==> src/sv/cdq_pkg.sv <==
// Package with the word types, action codes and sizes of the circular deque.
package cdq_pkg;

	localparam int MAX_SLOTS = 16;
	localparam int IDX_W = $clog2(MAX_SLOTS);
	localparam int CAP_W = IDX_W + 1;
	localparam int CFG_W = 5;
	localparam int ITEM_W = 32;

	localparam logic [2:0] ACT_NONE = 3'd0;
	localparam logic [2:0] ACT_PUSH_FRONT = 3'd1;
	localparam logic [2:0] ACT_PUSH_REAR = 3'd2;
	localparam logic [2:0] ACT_POP_FRONT = 3'd3;
	localparam logic [2:0] ACT_POP_REAR = 3'd4;

	typedef struct packed {
		logic [2:0] action;
		logic signed [ITEM_W-1:0] item_value;
	} cmd_word_t;

	typedef struct packed {
		logic rejected;
		logic signed [ITEM_W-1:0] front_item;
		logic signed [ITEM_W-1:0] rear_item;
		logic is_empty;
		logic is_full;
	} res_word_t;

	typedef struct packed {
		logic take;
		logic exec;
		logic read;
		logic load;
	} dp_cmd_t;

endpackage

==> src/sv/cdq_ctrl.sv <==
// Controller state machine that sequences one word through the deque datapath.
module cdq_ctrl import cdq_pkg::*; (
	input  logic clk,
	input  logic arst_n,
	input  logic cmd_valid,
	output logic cmd_stall,
	output logic res_valid,
	input  logic res_stall,
	output dp_cmd_t dp_cmd
);

	localparam logic [1:0] ST_IDLE = 2'd0;
	localparam logic [1:0] ST_EXEC = 2'd1;
	localparam logic [1:0] ST_READ = 2'd2;
	localparam logic [1:0] ST_LOAD = 2'd3;

	logic [1:0] state_q;
	logic res_valid_q;
	logic load_ok;

	assign cmd_stall = (state_q != ST_IDLE);
	assign res_valid = res_valid_q;
	assign load_ok = !res_valid_q || !res_stall;

	always_comb begin
		dp_cmd.take = (state_q == ST_IDLE) && cmd_valid;
		dp_cmd.exec = (state_q == ST_EXEC);
		dp_cmd.read = (state_q == ST_READ);
		dp_cmd.load = (state_q == ST_LOAD) && load_ok;
	end

	always_ff @(posedge clk or negedge arst_n) begin
		if (!arst_n) begin
			state_q <= ST_IDLE;
			res_valid_q <= 1'b0;
		end else begin
			if (dp_cmd.load) begin
				res_valid_q <= 1'b1;
			end else if (!res_stall) begin
				res_valid_q <= 1'b0;
			end
			unique case (state_q)
				ST_IDLE: begin
					if (cmd_valid) begin
						state_q <= ST_EXEC;
					end
				end
				ST_EXEC: begin
					state_q <= ST_READ;
				end
				ST_READ: begin
					state_q <= ST_LOAD;
				end
				ST_LOAD: begin
					if (load_ok) begin
						state_q <= ST_IDLE;
					end
				end
				default: begin
					state_q <= ST_IDLE;
				end
			endcase
		end
	end

endmodule

==> src/sv/cdq_datapath.sv <==
// Datapath of the circular deque: ring store, end indices, flags and result register.
module cdq_datapath import cdq_pkg::*; (
	input  logic clk,
	input  logic arst_n,
	input  dp_cmd_t dp_cmd,
	input  cmd_word_t cmd_word,
	input  logic cfg_we,
	input  logic [CFG_W-1:0] cfg_data,
	output res_word_t res_word
);

	logic [ITEM_W-1:0] mem [MAX_SLOTS];

	logic [2:0] act_q;
	logic [ITEM_W-1:0] item_q;
	logic [CAP_W-1:0] cap_q;
	logic [IDX_W-1:0] front_q;
	logic [IDX_W-1:0] rear_q;
	logic empty_q;
	logic rejected_q;
	logic [ITEM_W-1:0] front_rd_q;
	logic [ITEM_W-1:0] rear_rd_q;
	res_word_t res_q;

	logic [IDX_W-1:0] front_d;
	logic [IDX_W-1:0] rear_d;
	logic empty_d;
	logic rejected_d;
	logic wr_en;
	logic [IDX_W-1:0] wr_idx;
	logic full_now;
	logic [CAP_W-1:0] cap_cfg;

	function automatic logic [IDX_W-1:0] ring_next(input logic [IDX_W-1:0] i,
		input logic [CAP_W-1:0] cap);
		logic [CAP_W-1:0] inc;
		inc = {1'b0, i} + CAP_W'(1);
		return (inc >= cap) ? '0 : inc[IDX_W-1:0];
	endfunction

	function automatic logic [IDX_W-1:0] ring_prev(input logic [IDX_W-1:0] i,
		input logic [CAP_W-1:0] cap);
		logic [CAP_W-1:0] dec;
		dec = cap - CAP_W'(1);
		return (i == '0) ? dec[IDX_W-1:0] : i - IDX_W'(1);
	endfunction

	assign full_now = !empty_q && (front_q == ring_next(rear_q, cap_q));

	always_comb begin
		if (32'(cfg_data) > 32'(MAX_SLOTS)) begin
			cap_cfg = CAP_W'(MAX_SLOTS);
		end else if (cfg_data == '0) begin
			cap_cfg = CAP_W'(1);
		end else begin
			cap_cfg = CAP_W'(cfg_data);
		end
	end

	always_comb begin
		front_d = front_q;
		rear_d = rear_q;
		empty_d = empty_q;
		rejected_d = 1'b0;
		wr_en = 1'b0;
		wr_idx = rear_q;
		unique case (act_q)
			ACT_PUSH_FRONT, ACT_PUSH_REAR: begin
				if (full_now) begin
					rejected_d = 1'b1;
				end else begin
					wr_en = 1'b1;
					if (empty_q) begin
						front_d = '0;
						rear_d = '0;
						empty_d = 1'b0;
					end else if (act_q == ACT_PUSH_FRONT) begin
						front_d = ring_prev(front_q, cap_q);
					end else begin
						rear_d = ring_next(rear_q, cap_q);
					end
					wr_idx = (act_q == ACT_PUSH_FRONT) ? front_d : rear_d;
				end
			end
			ACT_POP_FRONT, ACT_POP_REAR: begin
				if (empty_q) begin
					rejected_d = 1'b1;
				end else if (front_q == rear_q) begin
					front_d = '0;
					rear_d = '0;
					empty_d = 1'b1;
				end else if (act_q == ACT_POP_FRONT) begin
					front_d = ring_next(front_q, cap_q);
				end else begin
					rear_d = ring_prev(rear_q, cap_q);
				end
			end
			default: begin
			end
		endcase
	end

	always_ff @(posedge clk) begin
		if (dp_cmd.take) begin
			act_q <= cmd_word.action;
			item_q <= cmd_word.item_value;
		end
		if (dp_cmd.exec && wr_en) begin
			mem[wr_idx] <= item_q;
		end
		if (dp_cmd.read) begin
			front_rd_q <= mem[front_q];
			rear_rd_q <= mem[rear_q];
		end
		if (dp_cmd.exec) begin
			rejected_q <= rejected_d;
		end
		if (dp_cmd.load) begin
			res_q.rejected <= rejected_q;
			res_q.front_item <= empty_q ? '1 : front_rd_q;
			res_q.rear_item <= empty_q ? '1 : rear_rd_q;
			res_q.is_empty <= empty_q;
			res_q.is_full <= full_now;
		end
	end

	always_ff @(posedge clk or negedge arst_n) begin
		if (!arst_n) begin
			cap_q <= CAP_W'(MAX_SLOTS);
			front_q <= '0;
			rear_q <= '0;
			empty_q <= 1'b1;
		end else if (cfg_we) begin
			cap_q <= cap_cfg;
			front_q <= '0;
			rear_q <= '0;
			empty_q <= 1'b1;
		end else if (dp_cmd.exec) begin
			front_q <= front_d;
			rear_q <= rear_d;
			empty_q <= empty_d;
		end
	end

	assign res_word = res_q;

endmodule

==> src/sv/circular_deque_top.sv <==
// Top level of the circular deque: controller and datapath joined by commands.
// A word is accepted only while the controller is idle. The execute state then updates the
// indices and writes the ring store, the read state reads the store into registers and the
// load state loads the result register, and no new word is accepted until the controller
// is back in idle. A new word is taken while the previous result still waits in the
// output register; it then holds in the load state until that result has been taken.
// Reset empties the deque and sets the capacity to the full ring; store contents are kept.
module circular_deque_top import cdq_pkg::*; (
	input  logic clk,
	input  logic arst_n,
	input  logic cmd_valid,
	output logic cmd_stall,
	input  cmd_word_t cmd_word,
	output logic res_valid,
	input  logic res_stall,
	output res_word_t res_word,
	input  logic cfg_we,
	input  logic [CFG_W-1:0] cfg_data
);

	dp_cmd_t dp_cmd;

	cdq_ctrl u_ctrl (
		.clk(clk),
		.arst_n(arst_n),
		.cmd_valid(cmd_valid),
		.cmd_stall(cmd_stall),
		.res_valid(res_valid),
		.res_stall(res_stall),
		.dp_cmd(dp_cmd)
	);

	cdq_datapath u_datapath (
		.clk(clk),
		.arst_n(arst_n),
		.dp_cmd(dp_cmd),
		.cmd_word(cmd_word),
		.cfg_we(cfg_we),
		.cfg_data(cfg_data),
		.res_word(res_word)
	);

endmodule

==> config.mk <==
export PLATFORM = sky130hd
export DESIGN_NAME = circular_deque_top
export DESIGN_NICKNAME = d
export VERILOG_FILES = /design/src/sv/cdq_pkg.sv /design/src/sv/cdq_ctrl.sv /design/src/sv/cdq_datapath.sv /design/src/sv/circular_deque_top.sv
export SDC_FILE = /design/constraint.sdc
export NUM_CORES = 1
export LEC_CHECK = 0
export ABC_AREA = 1
export BUFFER_PORTS_ARGS = -buffer_cell sky130_fd_sc_hd__clkbuf_2
export CORE_MARGIN = 3
export CORE_UTILIZATION = 50
export CTS_BUF_LIST = sky130_fd_sc_hd__clkbuf_4 sky130_fd_sc_hd__clkbuf_8
export CTS_CLUSTER_SIZE = 24
export DETAILED_ROUTE_END_ITERATION = 8
export PLACE_DENSITY = 0.67
export SLEW_MARGIN = 15
export SYNTH_ARGS = -nofsm -noshare
export SYNTH_HDL_FRONTEND = slang
export SYNTH_SLANG_ARGS = --single-unit
==> constraint.sdc <==
create_clock -name clk -period 6.2 [get_ports clk]
set_input_delay 0.93 -clock clk [delete_from_list [all_inputs] [get_ports clk]]
set_output_delay 0.93 -clock clk [all_outputs]
set_load 0.02 [all_outputs]
==> results of run 1 <==
cells by family (layout without fill, tap and decap cells):
kind of cell             after synthesis  after routing  synth area share
AO/OA/AOI/OAI                       1063           1063             0.178
AND/OR/NAND/NOR                      769            769             0.106
flip-flops                           696            696             0.654
buffers and inverters                430            566            0.0517
adder cells (fa/ha/maj)               20             20           0.00786
XOR/XNOR                               9              9           0.00247
multiplexers                           1              1          0.000353
layout make-up:
class	instances	area, um2	share of cell area
clock inverters	52	302	0.00854
well taps	837	1050	0.0296
clock buffers	143	1800	0.0509
multi-input cells	1862	9560	0.271
flip-flops and latches	696	20800	0.590
inverters	213	802	0.0227
repair buffers	158	986	0.0279
power breakdown:
| group | leakage [nW] | total [W] | switching [W] | internal [W] |
|---|---|---|---|---|
| Sequential | 6.33 | 0.00662 | 0.000487 | 0.00614 |
| Clock | 1.13 | 0.00379 | 0.00182 | 0.00198 |
| Combinational | 4.74 | 0.00644 | 0.00458 | 0.00185 |
flip-flops by register name (all words and copies together) (netlist names):
name / count
u_datapath.mem: 512
u_datapath.cap_q: 5
u_datapath.rejected_q: 1
u_datapath.rear_q: 4
u_ctrl.state_q: 2
u_datapath.empty_q: 1
u_datapath.act_q: 3
u_datapath.front_rd_q: 32
u_datapath.res_word: 67
u_datapath.rear_rd_q: 32
u_ctrl.res_valid: 1
u_datapath.front_q: 4
u_datapath.item_q: 32
final timing paths:
| path | cells past startpoint | endpoint | startpoint |
|---|---|---|---|
| max in group asynchronous | 1 | u_datapath.rear_q[1]$_DFFE_PN0P_ | arst_n |
| max | 17 | u_datapath.mem[1][5]$_DFFE_PP_ | u_datapath.rear_q[1]$_DFFE_PN0P_ |
| min in group clk | 1 | u_datapath.item_q[2]$_DFFE_PP_ | cmd_word[2] |
| min reg2reg | 0 | u_datapath.res_word[66]$_DFFE_PP_ | u_datapath.rejected_q$_DFFE_PP_ |
| max reg2reg | 17 | u_datapath.mem[1][5]$_DFFE_PP_ | u_datapath.rear_q[1]$_DFFE_PN0P_ |
| min | 1 | u_ctrl.res_valid$_DFFE_PN0P_ | arst_n |
stage by stage:
step	utilization	area, um2
final	0.566	35300
after detailed placement	0.532	33200
after global placement	0.532	33200
after global routing	0.566	35300
after CTS	0.566	35300
after floorplan	-	31900
worst register-to-register path, cell delays in order, from the launching register on:
cell and delay [ps]:
dfrtp_4 870, inv_1 200, ha_1 460, ha_1 270
nand2_1 60, nor2_1 40, nand2_1 190, nand3_1 150
nor2_1 110, nor2_1 40, nor2_1 200, nand3_4 160
nand2_4 140, nand2_1 80, o21ai_0 90, nand2_1 270
nor2_4 680, buf_4 390
metal layers:
layer,wire (um),GRT usage,vias up
li1,-,-,10900
met1,36100,0.357,11600
met2,42500,0.426,1311
met3,7280,0.0397,210
met4,3010,0.102,0
met5,0,0,-
cells in the final DEF (no fill, tap or decap), drive strengths merged:
master	count
edfxtp	679
o21ai	649
a21oi	274
nand2	272
clkbuf	256
nor2	241
inv	214
nand3	175
o211ai	131
or2	65
clkinv	48
buf	45
ha	20
dfrtp	15
xor2	9
nand4	7
nor3	6
o22ai	5
bufinv	2
dfstp	2
and3	1
nand3b	1
a211oi	1
o21a	1
o311ai	1
nor3b	1
o32ai	1
mux2	1
clkinvlp	1
==> flow_metrics.env, run 1 <==
export IMPL_start_kind="flop"
export IMPL_synth_seq_cells=696
export IMPL_synth_main_ff_cell="edfxtp_1"
export IMPL_rsz0062_at_grt="no"
export IMPL_crit_chain="inv_1 -> ha_1 -> ha_1 -> nand2_1 -> nor2_1 -> nand2_1 -> nand3_1 -> nor2_1 -> nor2_1 -> nor2_1 -> nand3_4 -> nand2_4 -> nand2_1 -> o21ai_0 -> nand2_1 -> nor2_4 -> buf_4"
export IMPL_cts_htree_levels=3
export IMPL_drc_errors=0
export IMPL_grt_ovfl_total=0
export IMPL_synth_largest_area_cell="edfxtp_1"
export IMPL_drive_gt1_frac=0.143
export IMPL_area_growth_pct=10.9
export IMPL_critical_path_arrival_ps=5150
export IMPL_cap_violations=0
export IMPL_p_per_area_nw_per_um2=477
export IMPL_hold_viol=0
export IMPL_clk_latency_ps=730
export IMPL_syn_inst=2988
export IMPL_via_count=23900
export IMPL_root_buffer="clkbuf_8"
export IMPL_synth_edf_count=679
export IMPL_worst_slew_pin_slew_ps=1180
export IMPL_vias_per_cell=6.04
export IMPL_die_width_um=258
export IMPL_totalPowerFinal_w=0.0169
export IMPL_firstDrtPassIters=6
export IMPL_finalCriticalPeriod_ps=4770
export IMPL_setup_tns_ps=0
export IMPL_min_path_type="input port to asynchronous set/reset pin"
export IMPL_synth_top_area_share=0.640
export IMPL_whs_ps=150
export IMPL_design_die_area_um2=66800
export IMPL_ys_top_cells_by_count="edfxtp_1 (679), o21ai_0 (647), a21oi_1 (273), nand2_1 (264), nor2_1 (238)"
export IMPL_worstSetupPathType="flop to flop"
export IMPL_hold_buffers=0
export IMPL_cp_end_kind="flop"
export IMPL_routedWlPerCell_um=22.5
export IMPL_period_share=0.769
export IMPL_drtIter0Drc=3445
export IMPL_finalNetCount=3109
export IMPL_ant_nets=0
export IMPL_syn_avg_cell_area_um2=10.7
export IMPL_path_clk_slew_ps=70
export IMPL_yosysWarnings=0
export IMPL_final_cells=3961
export IMPL_fmax_ghz=0.210
export IMPL_status="finished clean"
export IMPL_cts_resized=0
export IMPL_first_global_vias=23200
export IMPL_syn_num_nets=3053
export IMPL_worstPathBufferInverterCount=2
export IMPL_synth_seq_area_share=0.654
export IMPL_cts_setup_buffers=0
export IMPL_ys_top_cells_by_area="edfxtp_1 (64%), o21ai_0 (10%), a21oi_1 (4.3%), nand2_1 (3.1%), o211ai_1 (3.1%)"
export IMPL_skew_ps=39.5
export IMPL_n_antenna_cell=0
export IMPL_peakVddDrop_mv=0.344
export IMPL_num_rows=91
export IMPL_cts_inserted_buffers=113
export IMPL_synth_area_um2=31900
export IMPL_dp_worst_setup_slack_ps=1510
export IMPL_gp_congestion=0.844
export IMPL_setup_slack_ps=1430
export IMPL_initial_core_util=0.511
export IMPL_dp_hpwl_um=50700
export IMPL_worstPathMaxFanout=49
export IMPL_cp_slowest_cell="dfrtp_4"
export IMPL_synth_most_common_cell="edfxtp_1"
export IMPL_cts_tree="yes"
export IMPL_grt_max_degree=269
export IMPL_antenna_found_initial=1
export IMPL_ff2ff_setup_slack_ps=1430
export IMPL_boundaryPins=114
export IMPL_clockBufferDepth=3
export IMPL_leakagePower_nw=12.2
export IMPL_grt_pass1_wl_um=135000
export IMPL_async_flop_share=0.0244
export IMPL_cts_sinks=696
export IMPL_drv_slew=0
export IMPL_routed_wl_um=88900
export IMPL_cpLargestDelayFamily="simple AND/OR/NAND/NOR gates"
export IMPL_setup_viol=0
export IMPL_slew_headroom=0.211
export IMPL_io_buffers=113
export IMPL_core_um2=62400
export IMPL_cp_required_ps=6580
export IMPL_critPathMaxStageDelay_ps=870
export IMPL_fillerInstances=5227
export IMPL_dp_cells=3765
export IMPL_grt_usage=0.262
export IMPL_die_h_um=258
export IMPL_synth_cell_types=40
Note: power is estimated with default switching activity, not from simulation.
==> run 2: changes to the inputs <==
--- a/config.mk
+++ b/config.mk
@@ -5,7 +5,7 @@
 export SDC_FILE = /design/constraint.sdc
 export NUM_CORES = 1
 export LEC_CHECK = 0
-export ABC_AREA = 1
+export ABC_AREA = 0
 export BUFFER_PORTS_ARGS = -buffer_cell sky130_fd_sc_hd__clkbuf_2
 export CORE_MARGIN = 3
 export CORE_UTILIZATION = 50
==> constraint.sdc (replaced) <==
create_clock -name clk -period 4.67 [get_ports clk]
set_input_delay 0.7005 -clock clk [delete_from_list [all_inputs] [get_ports clk]]
set_output_delay 0.7005 -clock clk [all_outputs]
set_load 0.02 [all_outputs]
==> run 2 against run 1 <==
Compared with the run above: clock power up 31%; via count down 35%; global-route usage down 3.0 points; utilization up 0.76 points.
==> flow_metrics.env, run 2 <==
export IMPL_status="finished clean"
export IMPL_ys_top_cells_by_count="edfxtp_1 (679), mux4_2 (320), or2_2 (66), clkbuf_1 (56), nor2_1 (37)"
export IMPL_largest_register_ffs=512
export IMPL_syn_num_nets=1483
export IMPL_design_die_area_um2=63800
export IMPL_synth_area_um2=30400
export IMPL_synth_most_common_cell="edfxtp_1"
export IMPL_num_rows=89
export IMPL_drtIter0Drc=1687
export IMPL_start_kind="flop"
export IMPL_worst_slew_pin_slew_ps=1090
export IMPL_whs_ps=151
export IMPL_clk_latency_ps=740
export IMPL_ys_top_cells_by_area="edfxtp_1 (67%), mux4_2 (24%), or2_2 (1.4%), dfrtp_1 (1.2%), ha_1 (0.82%)"
export IMPL_slew_headroom=0.273
export IMPL_area_growth_pct=12.5
export IMPL_async_flop_share=0.0244
export IMPL_synth_seq_area_share=0.685
export IMPL_synth_cell_types=61
export IMPL_io_buffers=113
export IMPL_ff2ff_setup_slack_ps=360
export IMPL_rsz0062_at_grt="no"
export IMPL_synth_largest_area_cell="edfxtp_1"
export IMPL_first_global_vias=16100
export IMPL_min_path_type="input port to flop"
export IMPL_gp_congestion=0.854
export IMPL_setup_tns_ps=0
export IMPL_clockBufferDepth=3
export IMPL_syn_avg_cell_area_um2=21.4
export IMPL_mostFrequentLayoutCells="edfxtp_1 (679), mux4_2 (320), clkbuf_2 (113)"
export IMPL_fillerInstances=4361
export IMPL_syn_inst=1418
export IMPL_drive_gt1_frac=0.443
export IMPL_path_clk_slew_ps=60
export IMPL_cpLargestDelayFamily="compound AO/OA/AOI/OAI gates"
export IMPL_cp_end_kind="flop"
export IMPL_routed_wl_um=72100
export IMPL_root_buffer="clkbuf_8"
export IMPL_dp_hpwl_um=43000
export IMPL_synth_seq_cells=696
export IMPL_cts_sinks=696
export IMPL_critical_path_arrival_ps=4640
export IMPL_core_um2=59600
export IMPL_worstSetupPathType="flop to flop"
export IMPL_cp_slowest_cell="dfrtp_4"
export IMPL_worstPathMaxFanout=32
export IMPL_vias_per_cell=6.37
export IMPL_die_width_um=253
export IMPL_grt_max_degree=120
export IMPL_peakVddDrop_mv=0.288
export IMPL_via_count=15700
export IMPL_crit_chain="ha_1 -> xnor2_1 -> inv_1 -> ha_1 -> a21o_1 -> a31oi_1 -> o21a_1 -> a2111o_1 -> or2_1 -> o2111ai_1 -> buf_4 -> nor2_4 -> buf_4"
export IMPL_hold_viol=0
export IMPL_cts_htree_levels=3
export IMPL_finalNetCount=1661
export IMPL_firstDrtPassIters=5
export IMPL_cts_tree="yes"
export IMPL_cts_inserted_buffers=112
export IMPL_antenna_found_initial=0
export IMPL_finalCriticalPeriod_ps=4310
export IMPL_skew_ps=54.5
export IMPL_grt_ovfl_total=0
export IMPL_die_h_um=253
export IMPL_yosysWarnings=0
export IMPL_dp_worst_setup_slack_ps=376
export IMPL_ant_nets=0
export IMPL_initial_core_util=0.510
export IMPL_leakagePower_nw=10.3
export IMPL_critPathMaxStageDelay_ps=610
export IMPL_regArea_um2=20800
export IMPL_fmax_ghz=0.232
export IMPL_setup_viol=0
export IMPL_period_share=0.924
export IMPL_cp_required_ps=4990
export IMPL_boundaryPins=114
export IMPL_grt_pass1_wl_um=107000
export IMPL_synth_main_ff_cell="edfxtp_1"
export IMPL_regMostFlops="u_datapath.mem"
export IMPL_final_core_util=0.574
export IMPL_setup_slack_ps=356
export IMPL_p_per_area_nw_per_um2=443
export IMPL_layout_commonest_cell="edfxtp_1"
export IMPL_grt_usage=0.232
export IMPL_drv_slew=0
export IMPL_synth_top_area_share=0.671
export IMPL_drc_errors=0
export IMPL_multi_input_area_um2=9250
export IMPL_routedWlPerCell_um=29.3
export IMPL_worstPathBufferInverterCount=3
export IMPL_cap_violations=0
export IMPL_synth_edf_count=679
[run 2: cell count changes after synthesis, moves of 13 or more]
| cell | before | now |
|---|---|---|
| o211ai_1 | 131 | 1 |
| mux4_2 | 0 | 320 |
| clkbuf_1 | 181 | 56 |
| buf_2 | 13 | 28 |
| o21ai_0 | 647 | 17 |
| nand2_1 | 264 | 15 |
| buf_1 | 21 | 8 |
| nand3_1 | 172 | 10 |
| inv_1 | 209 | 20 |
| a21oi_1 | 273 | 12 |
| nor2_1 | 238 | 37 |
[run 2: through the flow]
stage	cells	power, W	instance area (um2)
global placement	2254	0.0103	32000
floorplan	1418	0.00945	30400
finish	2460	0.0151	34200
global route	2459	0.0158	34200
detailed placement	2254	0.0103	32000
CTS	2459	0.0153	34200
[run 2: final cells by class]
cell class	instances	share of cell area
antenna	1	0.0000732
clock buffer	142	0.0517
clock inverter	62	0.0101
inverter	20	0.00220
multi-input combinational	609	0.271
sequential	696	0.610
tap	773	0.0283
timing repair buffer	157	0.0275
[run 2: final timing paths]
kind | startpoint | endpoint | depth (start not counted)
setup / recovery | u_datapath.rear_q[1]$_DFFE_PN0P_ | u_datapath.mem[8][9]$_DFFE_PP_ | 13
hold / removal | cmd_word[28] | u_datapath.item_q[28]$_DFFE_PP_ | 1
setup reg to reg | u_datapath.rear_q[1]$_DFFE_PN0P_ | u_datapath.mem[8][9]$_DFFE_PP_ | 13
hold reg to reg | u_datapath.rejected_q$_DFFE_PP_ | u_datapath.res_word[66]$_DFFE_PP_ | 0
max in group asynchronous | arst_n | u_datapath.front_q[1]$_DFFE_PN0P_ | 2
min in group asynchronous | arst_n | u_datapath.rear_q[2]$_DFFE_PN0P_ | 2
[run 2: logic make-up (layout without fill, tap and decap cells)]
kind of cell    Yosys count  in the layout  synth area share
simple gates            170            170            0.0305
buf+inv                 113            381            0.0154
other cells               0              1                 0
xor+xnor                 10             10           0.00288
fa+ha+maj                20             20           0.00823
flops                   696            696             0.685
compound gates           84             84            0.0191
mux                     325            325             0.239
[run 2: power by group]
part / switching (W) / internal (W)
clock network: 0.00236 / 0.00259
registers: 0.000371 / 0.00758
logic: 0.00132 / 0.000933
total: 0.00404 / 0.0111
[run 2: per-layer routing]
metal | GRT usage | wire length, um | vias up
met1 | 0.344 | 30000 | 8361
met4 | 0.0671 | 1610 | 0
li1 | - | - | 6456
met3 | 0.0629 | 7080 | 112
met2 | 0.345 | 33400 | 745
met5 | 0 | 0 | -
[run 2: repair_timing]
action | 4_1_cts | 5_1_grt
resized for setup | 0 | 4
hold endpoints to repair | 15 | 0
hold buffers | 1 | 0
setup buffers | 0 | 0
setup endpoints to repair | 0 | 94
